### config.mk
export PLATFORM = sky130hd
export DESIGN_NAME = zero_nibble_rle_decoder
export DESIGN_NICKNAME = d
export VERILOG_FILES = /design/src/rtl/zndec_pkg.sv /design/src/rtl/zero_nibble_rle_decoder.sv /design/src/rtl/zndec_front.sv /design/src/rtl/zndec_fifo.sv /design/src/rtl/zndec_back.sv
export VERILOG_INCLUDE_DIRS = /design/src /design/src/rtl
export SDC_FILE = /design/constraint.sdc
export NUM_CORES = 1
export LEC_CHECK = 0
export BUFFER_PORTS_ARGS = -buffer_cell sky130_fd_sc_hd__buf_2
export CAP_MARGIN = 20
export CORE_MARGIN = 2
export CORE_UTILIZATION = 40
export CTS_CLUSTER_DIAMETER = 50
export CTS_CLUSTER_SIZE = 40
export DETAILED_ROUTE_END_ITERATION = 6
export PLACE_DENSITY_LB_ADDON = 0.1
export RECOVER_POWER = 100
export SLEW_MARGIN = 10
export SYNTH_ARGS = -nofsm -noshare
export SYNTH_HDL_FRONTEND = slang
export SYNTH_SLANG_ARGS = --single-unit
### constraint.sdc
create_clock -name clk -period 8.8 [get_ports clk]
set_input_delay 2.2 -clock clk [delete_from_list [all_inputs] [get_ports clk]]
set_output_delay 2.2 -clock clk [all_outputs]
set_load 0.03 [all_outputs]
### src/rtl/zero_nibble_rle_decoder_assert.svh
// ----------------------------------------------------------------------------
// Assertion macros for the zero-nibble RLE decoder
// Concurrent checks clocked on clk; they compile away under SYNTHESIS.
// ----------------------------------------------------------------------------
`ifndef ZERO_NIBBLE_RLE_DECODER_ASSERT_SVH
`define ZERO_NIBBLE_RLE_DECODER_ASSERT_SVH
`ifndef SYNTHESIS
// Check that is suspended while reset is asserted.
`define ZND_ASSERT(lbl, prop, msg) \
    lbl: assert property (@(posedge clk) disable iff (!rst_n) prop) else $error(msg);
// Check that also holds during reset.
`define ZND_ASSERT_ALWAYS(lbl, prop, msg) \
    lbl: assert property (@(posedge clk) prop) else $error(msg);
`else
`define ZND_ASSERT(lbl, prop, msg)
`define ZND_ASSERT_ALWAYS(lbl, prop, msg)
`endif
`endif

### src/rtl/zndec_pkg.sv
// ----------------------------------------------------------------------------
// zndec_pkg
// Shared widths, result codes, command format and nibble decoding helper.
// ----------------------------------------------------------------------------
`default_nettype none

package zndec_pkg;

    localparam int unsigned BYTE_W      = 8;
    localparam int unsigned NIB_W       = 4;
    localparam int unsigned SIZE_W      = 17;
    localparam int unsigned KIND_W      = 2;
    localparam int unsigned TDATA_W     = 48;
    localparam int unsigned QUEUE_DEPTH = 4;

    // Result kinds as seen on the output tuser.
    localparam logic [KIND_W-1:0] KIND_DATA = 2'd0;
    localparam logic [KIND_W-1:0] KIND_DONE = 2'd1;
    localparam logic [KIND_W-1:0] KIND_ERR  = 2'd2;

    // Nibble decoding constants.
    localparam logic [NIB_W-1:0] LIT_BASE  = 4'd8;
    localparam logic [NIB_W-1:0] ZERO_BIAS = 4'd7;

    // One classified source byte: up to two runs, optional padding and status.
    typedef struct packed {
        logic              a_valid;
        logic [BYTE_W-1:0] a_value;
        logic [NIB_W-1:0]  a_count;
        logic              b_valid;
        logic [NIB_W-1:0]  b_count;
        logic              pad_req;
        logic              st_valid;
        logic [KIND_W-1:0] st_kind;
        logic [SIZE_W-1:0] written;
    } cmd_t;

    // Chunk length of a nibble: literals below 8, zero run from 8 up.
    function automatic logic [NIB_W-1:0] nib_count(input logic [NIB_W-1:0] nib);
        logic [NIB_W-1:0] cnt;
        if (nib[NIB_W-1])
        begin
            cnt = nib - ZERO_BIAS;
        end
        else
        begin
            cnt = LIT_BASE - nib;
        end
        return cnt;
    endfunction

endpackage

`default_nettype wire

### src/rtl/zero_nibble_rle_decoder.sv
// ----------------------------------------------------------------------------
// zero_nibble_rle_decoder
// Zero-nibble run-length decoder: compressed bytes in, runs and status out.
// ----------------------------------------------------------------------------
//
//   Channel   Dir  Fields (low bit up)                        Beat
//   s_axis    in   tdata: in_byte[7:0]; tlast: in_last        one source byte
//   m_axis    out  tdata: out_value, out_count, out_written;  one result
//                  tuser: out_kind; tlast: out_last
//   cfg       in   cfg_data: dest_size[16:0]                  one register write
//
// The classifier takes a source byte every cycle while the four-entry command
// queue has room, and drops bytes at once after done or error.
// The sequencer sends one result beat per cycle while m_axis_tready allows; a byte
// gives zero to three beats through the single output port. A byte's first result
// passes through the command queue and then the output register.
// Reset is asynchronous and needs no clearing pass; dest_size returns to 65536
// (clipped to DEST_MAX). Either side may stall without blocking the other
// until the queue fills or drains.
// ----------------------------------------------------------------------------
`default_nettype none

module zero_nibble_rle_decoder #(
    parameter int unsigned DEST_MAX = 65536
) (
    input  wire logic                            clk,
    input  wire logic                            rst_n,
    input  wire logic                            s_axis_tvalid,
    output logic                                 s_axis_tready,
    input  wire logic [zndec_pkg::BYTE_W-1:0]    s_axis_tdata,   // in_byte[7:0]
    input  wire logic                            s_axis_tlast,
    output logic                                 m_axis_tvalid,
    input  wire logic                            m_axis_tready,
    // out_value[7:0], out_count[24:8], out_written[41:25], zero fill
    output logic [zndec_pkg::TDATA_W-1:0]        m_axis_tdata,
    output logic [zndec_pkg::KIND_W-1:0]         m_axis_tuser,   // out_kind[1:0]
    output logic                                 m_axis_tlast,
    input  wire logic                            cfg_valid,
    output logic                                 cfg_ready,
    input  wire logic [zndec_pkg::SIZE_W-1:0]    cfg_data
);

    logic                         q_full, q_empty, push, pop;
    zndec_pkg::cmd_t              push_cmd, head;
    logic [zndec_pkg::SIZE_W-1:0] lim;

    // Byte classifier and decoder state.
    zndec_front #(
        .DEST_MAX (DEST_MAX)
    ) u_front (
        .clk           (clk),
        .rst_n         (rst_n),
        .s_axis_tvalid (s_axis_tvalid),
        .s_axis_tready (s_axis_tready),
        .s_axis_tdata  (s_axis_tdata),
        .s_axis_tlast  (s_axis_tlast),
        .cfg_valid     (cfg_valid),
        .cfg_ready     (cfg_ready),
        .cfg_data      (cfg_data),
        .q_full        (q_full),
        .push          (push),
        .push_cmd      (push_cmd),
        .lim           (lim)
    );

    // Command queue.
    zndec_fifo u_fifo (
        .clk      (clk),
        .rst_n    (rst_n),
        .push     (push),
        .push_cmd (push_cmd),
        .pop      (pop),
        .head     (head),
        .empty    (q_empty),
        .full     (q_full)
    );

    // Result sequencer.
    zndec_back u_back (
        .clk           (clk),
        .rst_n         (rst_n),
        .head          (head),
        .q_empty       (q_empty),
        .pop           (pop),
        .lim           (lim),
        .m_axis_tvalid (m_axis_tvalid),
        .m_axis_tready (m_axis_tready),
        .m_axis_tdata  (m_axis_tdata),
        .m_axis_tuser  (m_axis_tuser),
        .m_axis_tlast  (m_axis_tlast)
    );

endmodule

`default_nettype wire

### src/rtl/zndec_front.sv
// ----------------------------------------------------------------------------
// zndec_front
// Accepts source bytes, tracks the decoder state and emits one command per
// byte that produces results.
// ----------------------------------------------------------------------------
`default_nettype none

`include "zero_nibble_rle_decoder_assert.svh"

module zndec_front #(
    parameter int unsigned DEST_MAX = 65536
) (
    input  wire logic                           clk,
    input  wire logic                           rst_n,
    input  wire logic                           s_axis_tvalid,
    output logic                                s_axis_tready,
    input  wire logic [zndec_pkg::BYTE_W-1:0]   s_axis_tdata,
    input  wire logic                           s_axis_tlast,
    input  wire logic                           cfg_valid,
    output logic                                cfg_ready,
    input  wire logic [zndec_pkg::SIZE_W-1:0]   cfg_data,
    input  wire logic                           q_full,
    output logic                                push,
    output zndec_pkg::cmd_t                     push_cmd,
    output logic [zndec_pkg::SIZE_W-1:0]        lim
);

    localparam int unsigned SW    = zndec_pkg::SIZE_W;
    localparam int unsigned NW    = zndec_pkg::NIB_W;
    localparam int unsigned MAX_W = $clog2(DEST_MAX + 1);
    localparam int unsigned CMP_W = (MAX_W > SW) ? MAX_W : SW;
    localparam logic [CMP_W-1:0] MAX_C = CMP_W'(DEST_MAX);
    localparam int unsigned RST_SIZE = (DEST_MAX < 65536) ? DEST_MAX : 65536;

    localparam logic [1:0] MODE_RUN  = 2'd0;
    localparam logic [1:0] MODE_DONE = 2'd1;
    localparam logic [1:0] MODE_ERR  = 2'd2;

    logic [SW-1:0] lim_reg, lim_next;
    logic [SW-1:0] bw_reg, bw_next;
    logic [NW-1:0] ll_reg, ll_next;
    logic [NW-1:0] held_reg, held_next;
    logic          phase_reg, phase_next;
    logic [1:0]    mode_reg, mode_next;

    logic          accept;
    logic          is_lit;
    logic [NW-1:0] lo, hi, n2, k1, c2;
    logic [NW:0]   k2;
    logic [SW:0]   s1, s2, lim_ext;
    logic          s1_over, s1_full, s2_over, s2_full, bw_full;
    zndec_pkg::cmd_t cmd;

    // Configuration register, clipped to the buffer maximum on write.
    assign cfg_ready = 1'b1;
    assign lim       = lim_reg;
    always_comb
    begin
        lim_next = lim_reg;
        if (cfg_valid)
        begin
            lim_next = (CMP_W'(cfg_data) > MAX_C) ? SW'(MAX_C) : cfg_data;
        end
    end

    assign s_axis_tready = !q_full || (mode_reg != MODE_RUN);
    assign accept        = s_axis_tvalid && s_axis_tready;

    // Candidate byte counts for the first and second chunk, added in parallel.
    assign lo      = s_axis_tdata[NW-1:0];
    assign hi      = s_axis_tdata[2*NW-1:NW];
    assign is_lit  = (ll_reg != '0);
    assign k1      = is_lit ? NW'(1) : zndec_pkg::nib_count(lo);
    assign n2      = is_lit ? held_reg : hi;
    assign c2      = zndec_pkg::nib_count(n2);
    assign k2      = {1'b0, k1} + {1'b0, c2};
    assign s1      = {1'b0, bw_reg} + (SW + 1)'(k1);
    assign s2      = {1'b0, bw_reg} + (SW + 1)'(k2);
    assign lim_ext = {1'b0, lim_reg};
    assign s1_over = s1 > lim_ext;
    assign s1_full = s1 >= lim_ext;
    assign s2_over = s2 > lim_ext;
    assign s2_full = s2 >= lim_ext;
    assign bw_full = bw_reg >= lim_reg;

    // Classify the byte and build its command.
    always_comb
    begin
        cmd        = '0;
        push       = 1'b0;
        bw_next    = bw_reg;
        ll_next    = ll_reg;
        held_next  = held_reg;
        phase_next = phase_reg;
        mode_next  = mode_reg;
        if (accept && (mode_reg == MODE_RUN))
        begin
            push = 1'b1;
            if (is_lit)
            begin
                // Literal byte, possibly closing a chunk.
                cmd.a_valid = 1'b1;
                cmd.a_value = s_axis_tdata;
                cmd.a_count = NW'(1);
                bw_next     = s1[SW-1:0];
                ll_next     = ll_reg - NW'(1);
                if (s_axis_tlast)
                begin
                    cmd.pad_req  = 1'b1;
                    cmd.st_valid = 1'b1;
                    cmd.st_kind  = zndec_pkg::KIND_DONE;
                    cmd.written  = s1[SW-1:0];
                    mode_next    = MODE_DONE;
                end
                else if (ll_reg == NW'(1))
                begin
                    phase_next = !phase_reg;
                    if (s1_full)
                    begin
                        cmd.st_valid = 1'b1;
                        cmd.st_kind  = zndec_pkg::KIND_DONE;
                        cmd.written  = s1[SW-1:0];
                        mode_next    = MODE_DONE;
                    end
                    else if (!phase_reg)
                    begin
                        // Low nibble's literals are done: run the held high nibble.
                        if (s2_over)
                        begin
                            cmd.st_valid = 1'b1;
                            cmd.st_kind  = zndec_pkg::KIND_ERR;
                            cmd.written  = s1[SW-1:0];
                            mode_next    = MODE_ERR;
                        end
                        else if (!n2[NW-1])
                        begin
                            ll_next = c2;
                        end
                        else
                        begin
                            cmd.b_valid = 1'b1;
                            cmd.b_count = c2;
                            bw_next     = s2[SW-1:0];
                            phase_next  = 1'b0;
                            if (s2_full)
                            begin
                                cmd.st_valid = 1'b1;
                                cmd.st_kind  = zndec_pkg::KIND_DONE;
                                cmd.written  = s2[SW-1:0];
                                mode_next    = MODE_DONE;
                            end
                        end
                    end
                end
            end
            else if (bw_full)
            begin
                // Buffer already full when an opcode arrives.
                cmd.st_valid = 1'b1;
                cmd.st_kind  = zndec_pkg::KIND_DONE;
                cmd.written  = bw_reg;
                mode_next    = MODE_DONE;
            end
            else
            begin
                // Opcode byte.
                phase_next = 1'b0;
                held_next  = hi;
                if (s1_over)
                begin
                    cmd.st_valid = 1'b1;
                    cmd.st_kind  = zndec_pkg::KIND_ERR;
                    cmd.written  = bw_reg;
                    mode_next    = MODE_ERR;
                end
                else if (!lo[NW-1])
                begin
                    ll_next = k1;
                    if (s_axis_tlast)
                    begin
                        cmd.pad_req  = 1'b1;
                        cmd.st_valid = 1'b1;
                        cmd.st_kind  = zndec_pkg::KIND_DONE;
                        cmd.written  = bw_reg;
                        mode_next    = MODE_DONE;
                    end
                end
                else
                begin
                    cmd.a_valid = 1'b1;
                    cmd.a_count = k1;
                    bw_next     = s1[SW-1:0];
                    if (s_axis_tlast)
                    begin
                        cmd.pad_req  = 1'b1;
                        cmd.st_valid = 1'b1;
                        cmd.st_kind  = zndec_pkg::KIND_DONE;
                        cmd.written  = s1[SW-1:0];
                        mode_next    = MODE_DONE;
                    end
                    else
                    begin
                        phase_next = 1'b1;
                        if (s1_full)
                        begin
                            cmd.st_valid = 1'b1;
                            cmd.st_kind  = zndec_pkg::KIND_DONE;
                            cmd.written  = s1[SW-1:0];
                            mode_next    = MODE_DONE;
                        end
                        else if (s2_over)
                        begin
                            cmd.st_valid = 1'b1;
                            cmd.st_kind  = zndec_pkg::KIND_ERR;
                            cmd.written  = s1[SW-1:0];
                            mode_next    = MODE_ERR;
                        end
                        else if (!hi[NW-1])
                        begin
                            ll_next = c2;
                        end
                        else
                        begin
                            cmd.b_valid = 1'b1;
                            cmd.b_count = c2;
                            bw_next     = s2[SW-1:0];
                            phase_next  = 1'b0;
                            if (s2_full)
                            begin
                                cmd.st_valid = 1'b1;
                                cmd.st_kind  = zndec_pkg::KIND_DONE;
                                cmd.written  = s2[SW-1:0];
                                mode_next    = MODE_DONE;
                            end
                        end
                    end
                end
            end
            // Bytes that only start a literal chunk produce no result.
            push = cmd.a_valid || cmd.b_valid || cmd.st_valid;
        end
    end

    assign push_cmd = cmd;

    // State registers.
    always_ff @(posedge clk or negedge rst_n)
    begin
        if (!rst_n)
        begin
            lim_reg   <= SW'(RST_SIZE);
            bw_reg    <= '0;
            ll_reg    <= '0;
            held_reg  <= '0;
            phase_reg <= 1'b0;
            mode_reg  <= MODE_RUN;
        end
        else
        begin
            lim_reg   <= lim_next;
            bw_reg    <= bw_next;
            ll_reg    <= ll_next;
            held_reg  <= held_next;
            phase_reg <= phase_next;
            mode_reg  <= mode_next;
        end
    end

    `ZND_ASSERT(a_halted_quiet, (mode_reg != MODE_RUN) |-> !push, "command issued after halt")
    `ZND_ASSERT(a_status_halts, (push && push_cmd.st_valid) |=> (mode_reg != MODE_RUN), "status without halt")

endmodule

`default_nettype wire

### src/rtl/zndec_fifo.sv
// ----------------------------------------------------------------------------
// zndec_fifo
// Short command queue between the byte classifier and the result sequencer.
// ----------------------------------------------------------------------------
`default_nettype none

`include "zero_nibble_rle_decoder_assert.svh"

module zndec_fifo (
    input  wire logic             clk,
    input  wire logic             rst_n,
    input  wire logic             push,
    input  wire zndec_pkg::cmd_t  push_cmd,
    input  wire logic             pop,
    output zndec_pkg::cmd_t       head,
    output logic                  empty,
    output logic                  full
);

    localparam int unsigned DEPTH = zndec_pkg::QUEUE_DEPTH;
    localparam int unsigned PTR_W = $clog2(DEPTH);
    localparam int unsigned CNT_W = $clog2(DEPTH + 1);

    zndec_pkg::cmd_t mem [DEPTH];
    logic [PTR_W-1:0] wr_ptr_reg, wr_ptr_next;
    logic [PTR_W-1:0] rd_ptr_reg, rd_ptr_next;
    logic [CNT_W-1:0] count_reg, count_next;

    assign empty = (count_reg == '0);
    assign full  = (count_reg == CNT_W'(DEPTH));
    assign head  = mem[rd_ptr_reg];

    // Pointer and fill bookkeeping.
    always_comb
    begin
        wr_ptr_next = wr_ptr_reg;
        rd_ptr_next = rd_ptr_reg;
        count_next  = count_reg;
        if (push)
        begin
            wr_ptr_next = (wr_ptr_reg == PTR_W'(DEPTH - 1)) ? '0 : wr_ptr_reg + PTR_W'(1);
        end
        if (pop)
        begin
            rd_ptr_next = (rd_ptr_reg == PTR_W'(DEPTH - 1)) ? '0 : rd_ptr_reg + PTR_W'(1);
        end
        if (push && !pop)
        begin
            count_next = count_reg + CNT_W'(1);
        end
        else if (pop && !push)
        begin
            count_next = count_reg - CNT_W'(1);
        end
    end

    always_ff @(posedge clk or negedge rst_n)
    begin
        if (!rst_n)
        begin
            wr_ptr_reg <= '0;
            rd_ptr_reg <= '0;
            count_reg  <= '0;
        end
        else
        begin
            wr_ptr_reg <= wr_ptr_next;
            rd_ptr_reg <= rd_ptr_next;
            count_reg  <= count_next;
        end
    end

    // Command storage.
    always_ff @(posedge clk)
    begin
        if (push)
        begin
            mem[wr_ptr_reg] <= push_cmd;
        end
    end

    `ZND_ASSERT(a_no_overflow, push |-> !full, "push into full queue")
    `ZND_ASSERT(a_no_underflow, pop |-> !empty, "pop from empty queue")

endmodule

`default_nettype wire

### src/rtl/zndec_back.sv
// ----------------------------------------------------------------------------
// zndec_back
// Expands the command at the queue head into result beats, one per cycle unless
// stalled by m_axis_tready, through the output register.
// ----------------------------------------------------------------------------
`default_nettype none

`include "zero_nibble_rle_decoder_assert.svh"

module zndec_back (
    input  wire logic                          clk,
    input  wire logic                          rst_n,
    input  wire zndec_pkg::cmd_t               head,
    input  wire logic                          q_empty,
    output logic                               pop,
    input  wire logic [zndec_pkg::SIZE_W-1:0]  lim,
    output logic                               m_axis_tvalid,
    input  wire logic                          m_axis_tready,
    output logic [zndec_pkg::TDATA_W-1:0]      m_axis_tdata,
    output logic [zndec_pkg::KIND_W-1:0]       m_axis_tuser,
    output logic                               m_axis_tlast
);

    localparam int unsigned SW = zndec_pkg::SIZE_W;
    localparam int unsigned BW = zndec_pkg::BYTE_W;

    // Piece order within one command.
    localparam int unsigned P_A   = 0;
    localparam int unsigned P_B   = 1;
    localparam int unsigned P_PAD = 2;
    localparam int unsigned P_ST  = 3;

    logic [3:0] served_reg, served_next;
    logic [3:0] mask, pending, pick;
    logic       pad_ok, is_last, load;
    logic [SW-1:0] pad_cnt;

    logic                          valid_reg, valid_next;
    logic [BW-1:0]                 value_reg, value_next;
    logic [SW-1:0]                 count_reg, count_next;
    logic [SW-1:0]                 written_reg, written_next;
    logic [zndec_pkg::KIND_W-1:0]  kind_reg, kind_next;
    logic                          last_reg, last_next;

    // Pieces of the head command still to be sent.
    assign pad_ok  = head.pad_req && (head.written < lim);
    assign pad_cnt = lim - head.written;
    assign mask    = {head.st_valid, pad_ok, head.b_valid, head.a_valid};
    assign pending = mask & ~served_reg;
    assign pick    = pending & ((~pending) + 4'd1);
    assign is_last = ((pending & ~pick) == 4'b0000);
    assign load    = !q_empty && (!valid_reg || m_axis_tready);
    assign pop     = load && is_last;

    // Build the next result beat.
    always_comb
    begin
        served_next  = served_reg;
        valid_next   = valid_reg;
        value_next   = value_reg;
        count_next   = count_reg;
        written_next = written_reg;
        kind_next    = kind_reg;
        last_next    = last_reg;
        if (load)
        begin
            served_next  = is_last ? 4'b0000 : (served_reg | pick);
            valid_next   = 1'b1;
            value_next   = '0;
            count_next   = '0;
            written_next = '0;
            kind_next    = zndec_pkg::KIND_DATA;
            last_next    = is_last;
            if (pick[P_A])
            begin
                value_next = head.a_value;
                count_next = SW'(head.a_count);
            end
            else if (pick[P_B])
            begin
                count_next = SW'(head.b_count);
            end
            else if (pick[P_PAD])
            begin
                count_next = pad_cnt;
            end
            else if (pick[P_ST])
            begin
                kind_next    = head.st_kind;
                written_next = head.written;
            end
        end
        else if (m_axis_tready)
        begin
            valid_next = 1'b0;
        end
    end

    always_ff @(posedge clk or negedge rst_n)
    begin
        if (!rst_n)
        begin
            served_reg <= 4'b0000;
            valid_reg  <= 1'b0;
        end
        else
        begin
            served_reg <= served_next;
            valid_reg  <= valid_next;
        end
    end

    // Output payload holds while stalled.
    always_ff @(posedge clk)
    begin
        value_reg   <= value_next;
        count_reg   <= count_next;
        written_reg <= written_next;
        kind_reg    <= kind_next;
        last_reg    <= last_next;
    end

    assign m_axis_tvalid = valid_reg;
    assign m_axis_tdata  = {(zndec_pkg::TDATA_W - BW - 2 * SW)'(0), written_reg, count_reg,
                            value_reg};
    assign m_axis_tuser  = kind_reg;
    assign m_axis_tlast  = last_reg;

    `ZND_ASSERT(a_head_pending, !q_empty |-> (pending != 4'b0000), "head command has nothing left")
    `ZND_ASSERT(a_served_idle, q_empty |-> (served_reg == 4'b0000), "stale served mask")

endmodule

`default_nettype wire

### After elaboration in Yosys (flattened, before gate mapping)

Memory sizes are Yosys's and may differ from the RTL's.
Index checks and enable logic that the tools add are counted.
Widths: inputs -> output; s select.

| operators by class | value |
|---|---|
| $add $sub $neg | 14 |
| multipliers | 0 |
| divide/modulo/power cells | 0 |
| magnitude comparators | 7 |
| equal/unequal tests | 15 |
| shift operators | 0 |
| mux-type cells | 114 |
| bitwise operators | 11 |
| reductions and logical operators | 34 |

Operators by type and width:

| cell | number |
|---|---|
| $mux 20 | 13 |
| $mux 17 | 15 |
| $mux 4 | 22 |
| $mux 30 | 2 |
| $mux 5 | 10 |
| $mux 21 | 2 |
| $mux 39 | 1 |
| $ge 18x17->1 | 2 |
| $gt 18x17->1 | 2 |
| $mux 2 | 18 |
| $mux 1 | 25 |
| $mux 10 | 2 |
| $add 17x4->18 | 1 |
| $add 17x5->18 | 1 |
| $ge 17x17->1 | 1 |
| $gt 17x17->1 const B | 1 |
| $lt 17x17->1 | 1 |
| $sub 17x17->17 | 1 |
| $and 4x4->4 | 3 |
| $ne 3x2->1 const B | 4 |
| $not 4->4 | 3 |
| $mux 9 | 1 |
| $mux 8 | 1 |
| $reduce_and 4->1 | 2 |
| 34 further kinds | 61 |

| storage, ports and cells | value |
|---|---|
| register bits | 102 |
| bits in latches | 0 |
| memory bits (writable) | 156 |
| memory bits (read-only) | 0 |
| bits of input ports | 31 |
| output and inout bits | 54 |
| logic and storage cells | 213 |
| memories | 1 |

Memories:

| name | depth | width | rd ports | clocked after memory_dff | wr ports | RTL line | RTL |
|---|---|---|---|---|---|---|---|
| u_fifo.mem | 4 | 39 | 1 | 0 | 1 | zndec_fifo.sv:24 | `zndec_pkg::cmd_t mem [DEPTH];` |

### Depth between registers and ports, before layout

| depth | value |
|---|---|
| depth after elaboration | 24 |
| depth in mapped cells | 28 |
| mapped depth without buffers | 27 |

### Hierarchy

From an unflattened synthesis, not the netlist that was laid out.

| unflattened totals | value |
|---|---|
| cells, all modules | 1265 |
| area, all modules | 14866.8 um2 |

By module, submodules not included:

| module | instances | cells an instance | area each (um2) | sequential area each (um2) |
|---|---|---|---|---|
| zndec_fifo | 1 | 241 | 6090.8 | 4859.7 |
| zndec_front | 1 | 748 | 5841.9 | 1127.3 |
| zndec_back | 1 | 276 | 2934.1 | 1476.4 |

### Worst setup path before layout

No wires, ideal clock.

| path | value |
|---|---|
| path type | input-to-reg |
| from | input port s_axis_tdata[3] (netlist bit) |
| to | memory u_fifo.mem[3][0] (netlist bit) (enable) |
| data arrival time | 7425 ps |
| data required time | 8400 ps |
| path slack | 975 ps |
| stages on the path | 20 |
| path buffers | 2 |
| cell sequence | clkbuf_1 -> clkbuf_1 -> xnor2_1 -> nand2_1 -> ha_1 -> fa_1 -> a21o_1 -> a21oi_1 -> and4b_1 -> and3_1 -> xor2_1 -> ha_1 -> and3_1 -> and3_1 -> o31ai_1 -> a31o_2 -> o2111ai_1 -> nor3_1 -> nor2_1 -> and2_1 |

| on the way | value |
|---|---|
| cells in the longest elaborated chain, start to end | 20 |
| elaborated cells on any way between the ends | 48 |
| classes of those cells | 5 x add/sub; 4 x order compare; 37 x mux; 2 x reduce/logical |

Ends and longest elaborated chain:

| item | RTL line | RTL |
|---|---|---|
| start: declaration | zero_nibble_rle_decoder.sv:30 | `input wire logic [zndec_pkg::BYTE_W-1:0] s_axis_tdata,` |
| $sub 4x4->4 or $sub 4x3->4 (tied branches) | zndec_pkg.sv:47, zndec_pkg.sv:43 |  |
| $mux 4 | zndec_pkg.sv:41 | `if (nib[NIB_W-1])` |
| $mux 4 | zndec_front.sv:73 | `assign k1 = is_lit ? NW'(1) : zndec_pkg::nib_count(lo);` |
| $add 4x4->5 | zndec_front.sv:76 | `assign k2 = {1'b0, k1} + {1'b0, c2};` |
| $add 17x5->18 | zndec_front.sv:78 | `assign s2 = {1'b0, bw_reg} + (SW + 1)'(k2);` |
| $ge 18x17->1 | zndec_front.sv:83 | `assign s2_full = s2 >= lim_ext;` |
| $mux 20 | zndec_front.sv:145, zndec_front.sv:228 |  |
| $mux 20 | zndec_front.sv:218 | `else if (!hi[NW-1])` |
| [... 5 more ...] | -- |  |
| $mux 20 | zndec_front.sv:156 | `else if (bw_full)` |
| $mux 30 | zndec_front.sv:99 | `if (is_lit)` |
| $mux 30 | zndec_front.sv:96 | `if (accept && (mode_reg == MODE_RUN))` |
| $logic_or 1x1->1 (*) | zndec_front.sv:240 | `push = cmd.a_valid \|\| cmd.b_valid \|\| cmd.st_valid;` |
| $mux 1 (*) | zndec_front.sv:96 |  |
| via push | zero_nibble_rle_decoder.sv:43 | `logic q_full, q_empty, push, pop;` |
| $mux 1 (*) | zndec_fifo.sv:76 | `if (push)` |
| $mux 1 (implied by the code) (*) | zndec_fifo.sv:78 | `mem[wr_ptr_reg] <= push_cmd;` |
| end: declaration | zndec_fifo.sv:24 |  |

The timed path passes the listed nets; every way through them passes the cells marked *. The select of a mux whose other input is x is not followed.

### Worst setup path after layout

| path | value |
|---|---|
| from | input port s_axis_tdata[0] (netlist bit) |
| to | register u_fifo.count_reg[1] |

| on the way | value |
|---|---|
| elaborated cells on any way between the ends | 50 |
| classes of those cells | 5 x add/sub; 4 x order compare; 35 x mux; 6 x reduce/logical |

RTL lines:

| item | RTL line | RTL |
|---|---|---|
| $sub 4x4->4 or $sub 4x3->4 (tied branches) | zndec_pkg.sv:47, zndec_pkg.sv:43 |  |
| $mux 4 (*) | zndec_pkg.sv:41 |  |
| $mux 4 (*) | zndec_front.sv:73 |  |
| $add 4x4->5 | zndec_front.sv:76 |  |
| $add 17x5->18 | zndec_front.sv:78 |  |
| $ge 18x17->1 | zndec_front.sv:83 |  |
| $mux 20 | zndec_front.sv:145, zndec_front.sv:228 |  |
| $mux 20 | zndec_front.sv:218 |  |
| [... 6 more ...] | -- |  |
| $mux 30 | zndec_front.sv:99 |  |
| $mux 30 | zndec_front.sv:96 |  |
| $logic_or 1x1->1 (*) | zndec_front.sv:240 |  |
| $mux 1 (*) | zndec_front.sv:96 |  |
| via push | zero_nibble_rle_decoder.sv:43 |  |
| $logic_and 1x1->1 (*) | zndec_fifo.sv:47 | `if (push && !pop)` |
| $mux 3 (*) | zndec_fifo.sv:47 |  |
| via u_fifo.count_next[1] | zndec_fifo.sv:27 | `logic [CNT_W-1:0] count_reg, count_next;` |
| end signal: assignment | zndec_fifo.sv:69 | `count_reg <= count_next;` |
| end: declaration | zndec_fifo.sv:27 |  |

Marked as above.
A chain may end at the register's enable or synchronous reset.

==> qor.yml <==
synthToLayoutAreaGrowth_pct: 14.5
top_register: "u_fifo.mem"
cts_tree: "built"
finalWorstPathRequiredPeriod_ns: 8.36
antenna_found_initial: 0
start_kind: "primary input"
grt_pass1_vias: 10500
cts_hold_buffers: 0
synth.distinct_cells: 83
critPathRequiredTime_ns: 9.24
clock_latency_ns: 0.57
ant_nets: 0
grt_first_pass_wirelength_um: 65900
finalCritPeriodShare: 0.949
leakagePower_nw: 6.57
fmax_mhz: 120
drtPass1Iterations: 5
clk_pin_slew_ns: 0.06
n_fill_cell: 3364
core.rowCount: 70
synth_xor_area_frac: 0.0316
drtIter0Drc: 838
layout-drive-gt1-share: 0.146
maxSlewHeadroom: -1.54
ys_seq_area_frac: 0.508
cts_root_buf: "clkbuf_16"
finClkSkew_ns: 0.0197
pin_count: 85
clockBufferDepth: 3
cp-end-kind: "flip-flop"
finalSetupTns_ns: 0
grt_overflow: 0
vdd_drop_max_mv: 0.255
cts-buffers-inserted: 31
path_common_cell: "ha_1"
power.total_mw: 5.79
synthMuxAreaShare: 0.0770
violations: "max-capacitance violations, max-slew violations"
rsz0062_at_grt: "no"
nets: 1490
synth_area_um2: 14700
worstMarginPinSlew_ns: 3.82
portBuffers: 77
wl_per_cell_um: 23.4
maxCapViolations: 3
syn_avg_cell_area_um2: 11.7
ys_top_cells_by_area: "edfxtp_1, dfrtp_1, ha_1"
synth_area_leader_cell: "edfxtp_1"
yosys.area_share.simple: 0.119
grt_max_degree: 58
slowest_stage: "nor3_1"
finalHoldViolations: 0
cpPeakStageDelay_ns: 0.65
core_area_um2: 36300
hold_class: "reg2reg"
vias: 10600
grtUsageTotal: 0.229
drt-total-wl_um: 43400
crit_fanout: 7
dp_hpwl_um: 32000
gp_congestion: 0.915
setup_violations: 0
clock-sinks: 258
synth-async-reset-ratio: 0.221
cts_max_level: 1
largest_register_ffs: 156
antennaDiodeCount: 0
yosysTopAreaCellShare: 0.411
start_util: 0.404
vias_per_cell: 5.70
cp.arrival_ns: 8.80
dieArea_um2: 38300
post_cts_buffers: 0
worstSetupPathType: "in2reg"
multi_input_area_um2: 6610
synth_compound_area_frac: 0.136
dieHeight_um: 196
synth_seq_cells: 258
seqCellArea_um2: 7460
yosysWarnings: 0
p_per_area_nw_per_um2: 345
die_w_um: 196
cts_resized: 0
synth_edf_count: 201
cp_num_buf_inv: 4
path_delay_family: "compound AO/OA/AOI/OAI gates"
outcome: "finished, violations left"
synthCells: 1252
report.final.slew_viol_count: 136
synthAdderAreaFrac: 0.0866
drc_errors: 0
synthFlopType: "edfxtp_1"
synth_top_family_by_area: "compound AO/OA/AOI/OAI gates"
==> layout by cell type (no fill, tap or decap), types with 34 or more instances in the layout <==
cell type,synthesis,final
ha_1,88,88
inv_1,85,85
a21oi_1,58,59
clkbuf_1,31,67
nor2_1,84,84
edfxtp_1,201,201
buf_4,9,34
mux4_2,39,39
o21ai_0,69,70
dfrtp_1,56,55
nand2_1,81,81
==> where the power goes <==
group          switching (mW)  leakage (nW)  internal (mW)
Clock                   0.593         0.555          0.802
Combinational            1.68          3.39          0.982
Sequential              0.183          2.63           1.55
==> area by class of cell <==
class | count | area share
multi-input combinational | 855 | 0.393
clock inverter | 25 | 0.0229
inverter | 85 | 0.0190
clock buffer | 31 | 0.0461
sequential | 258 | 0.444
tap | 468 | 0.0348
timing repair buffer | 132 | 0.0400
==> per-stage QoR <==
| step | hold slack, ns | worst slack [ns] | instances | cell area [µm²] | utilization |
|---|---|---|---|---|---|
| floorplan | 0.441 | 0.975 | 1257 | 14700 | - |
| global placement | 0.458 | 0.0836 | 1797 | 15900 | 0.437 |
| detailed placement | 0.458 | 0.124 | 1798 | 15900 | 0.437 |
| CTS | 0.482 | 0.713 | 1854 | 17100 | 0.469 |
| global route | 0.506 | 0.223 | 1854 | 16800 | 0.463 |
| finish | 0.481 | 0.445 | 1854 | 16800 | 0.463 |
==> kinds of logic after synthesis <==
| logic type | count (synthesis) |
|---|---|
| buffers and inverters | 144 |
| other | 2 |
| DFF | 258 |
| xor gates and xnor gates | 53 |
| muxes | 63 |
| adders and majority gates | 97 |
| and+or+nand+nor | 347 |
| AOI/OAI and AO/OA | 288 |
==> path summary, 6_finish.rpt <==
path / from / to / slack [ns] / cells after the start
max: s_axis_tdata[0] / u_fifo.count_reg[1] / 0.44 / 25
min: u_front.mode_reg[0] / u_front.mode_reg[0] / 0.48 / 1
max reg2reg: u_front.ll_reg[0] / u_fifo.count_reg[1] / 1.02 / 23
min reg2reg: u_front.mode_reg[0] / u_front.mode_reg[0] / 0.48 / 1
max in group asynchronous: rst_n / u_fifo.rd_ptr_reg[1] / 3.34 / 2
min in group asynchronous: rst_n / u_back.served_reg[0] / 3.06 / 2
==> routing by layer <==
metal  global-route usage  up-vias  wire, µm
li1                     -     4946         -
met4               0.0645        0      1030
met1                0.333     5208     20400
met5                    0        -         0
met2                0.360      342     19600
met3               0.0297       68      2370
==> Yosys cell counts (all sizes together) (17+ instances only) <==
library cell	n
a22oi	17
mux4	39
a211oi	21
xnor2	30
inv	85
dfrtp	56
and3	25
nor3	28
buf	27
o21ai	73
clkbuf	32
nand3	29
a21o	22
and2	30
ha	88
nand2	82
nor2	86
a21oi	59
xor2	23
edfxtp	201
Note: power is estimated with default switching activity, not from simulation.
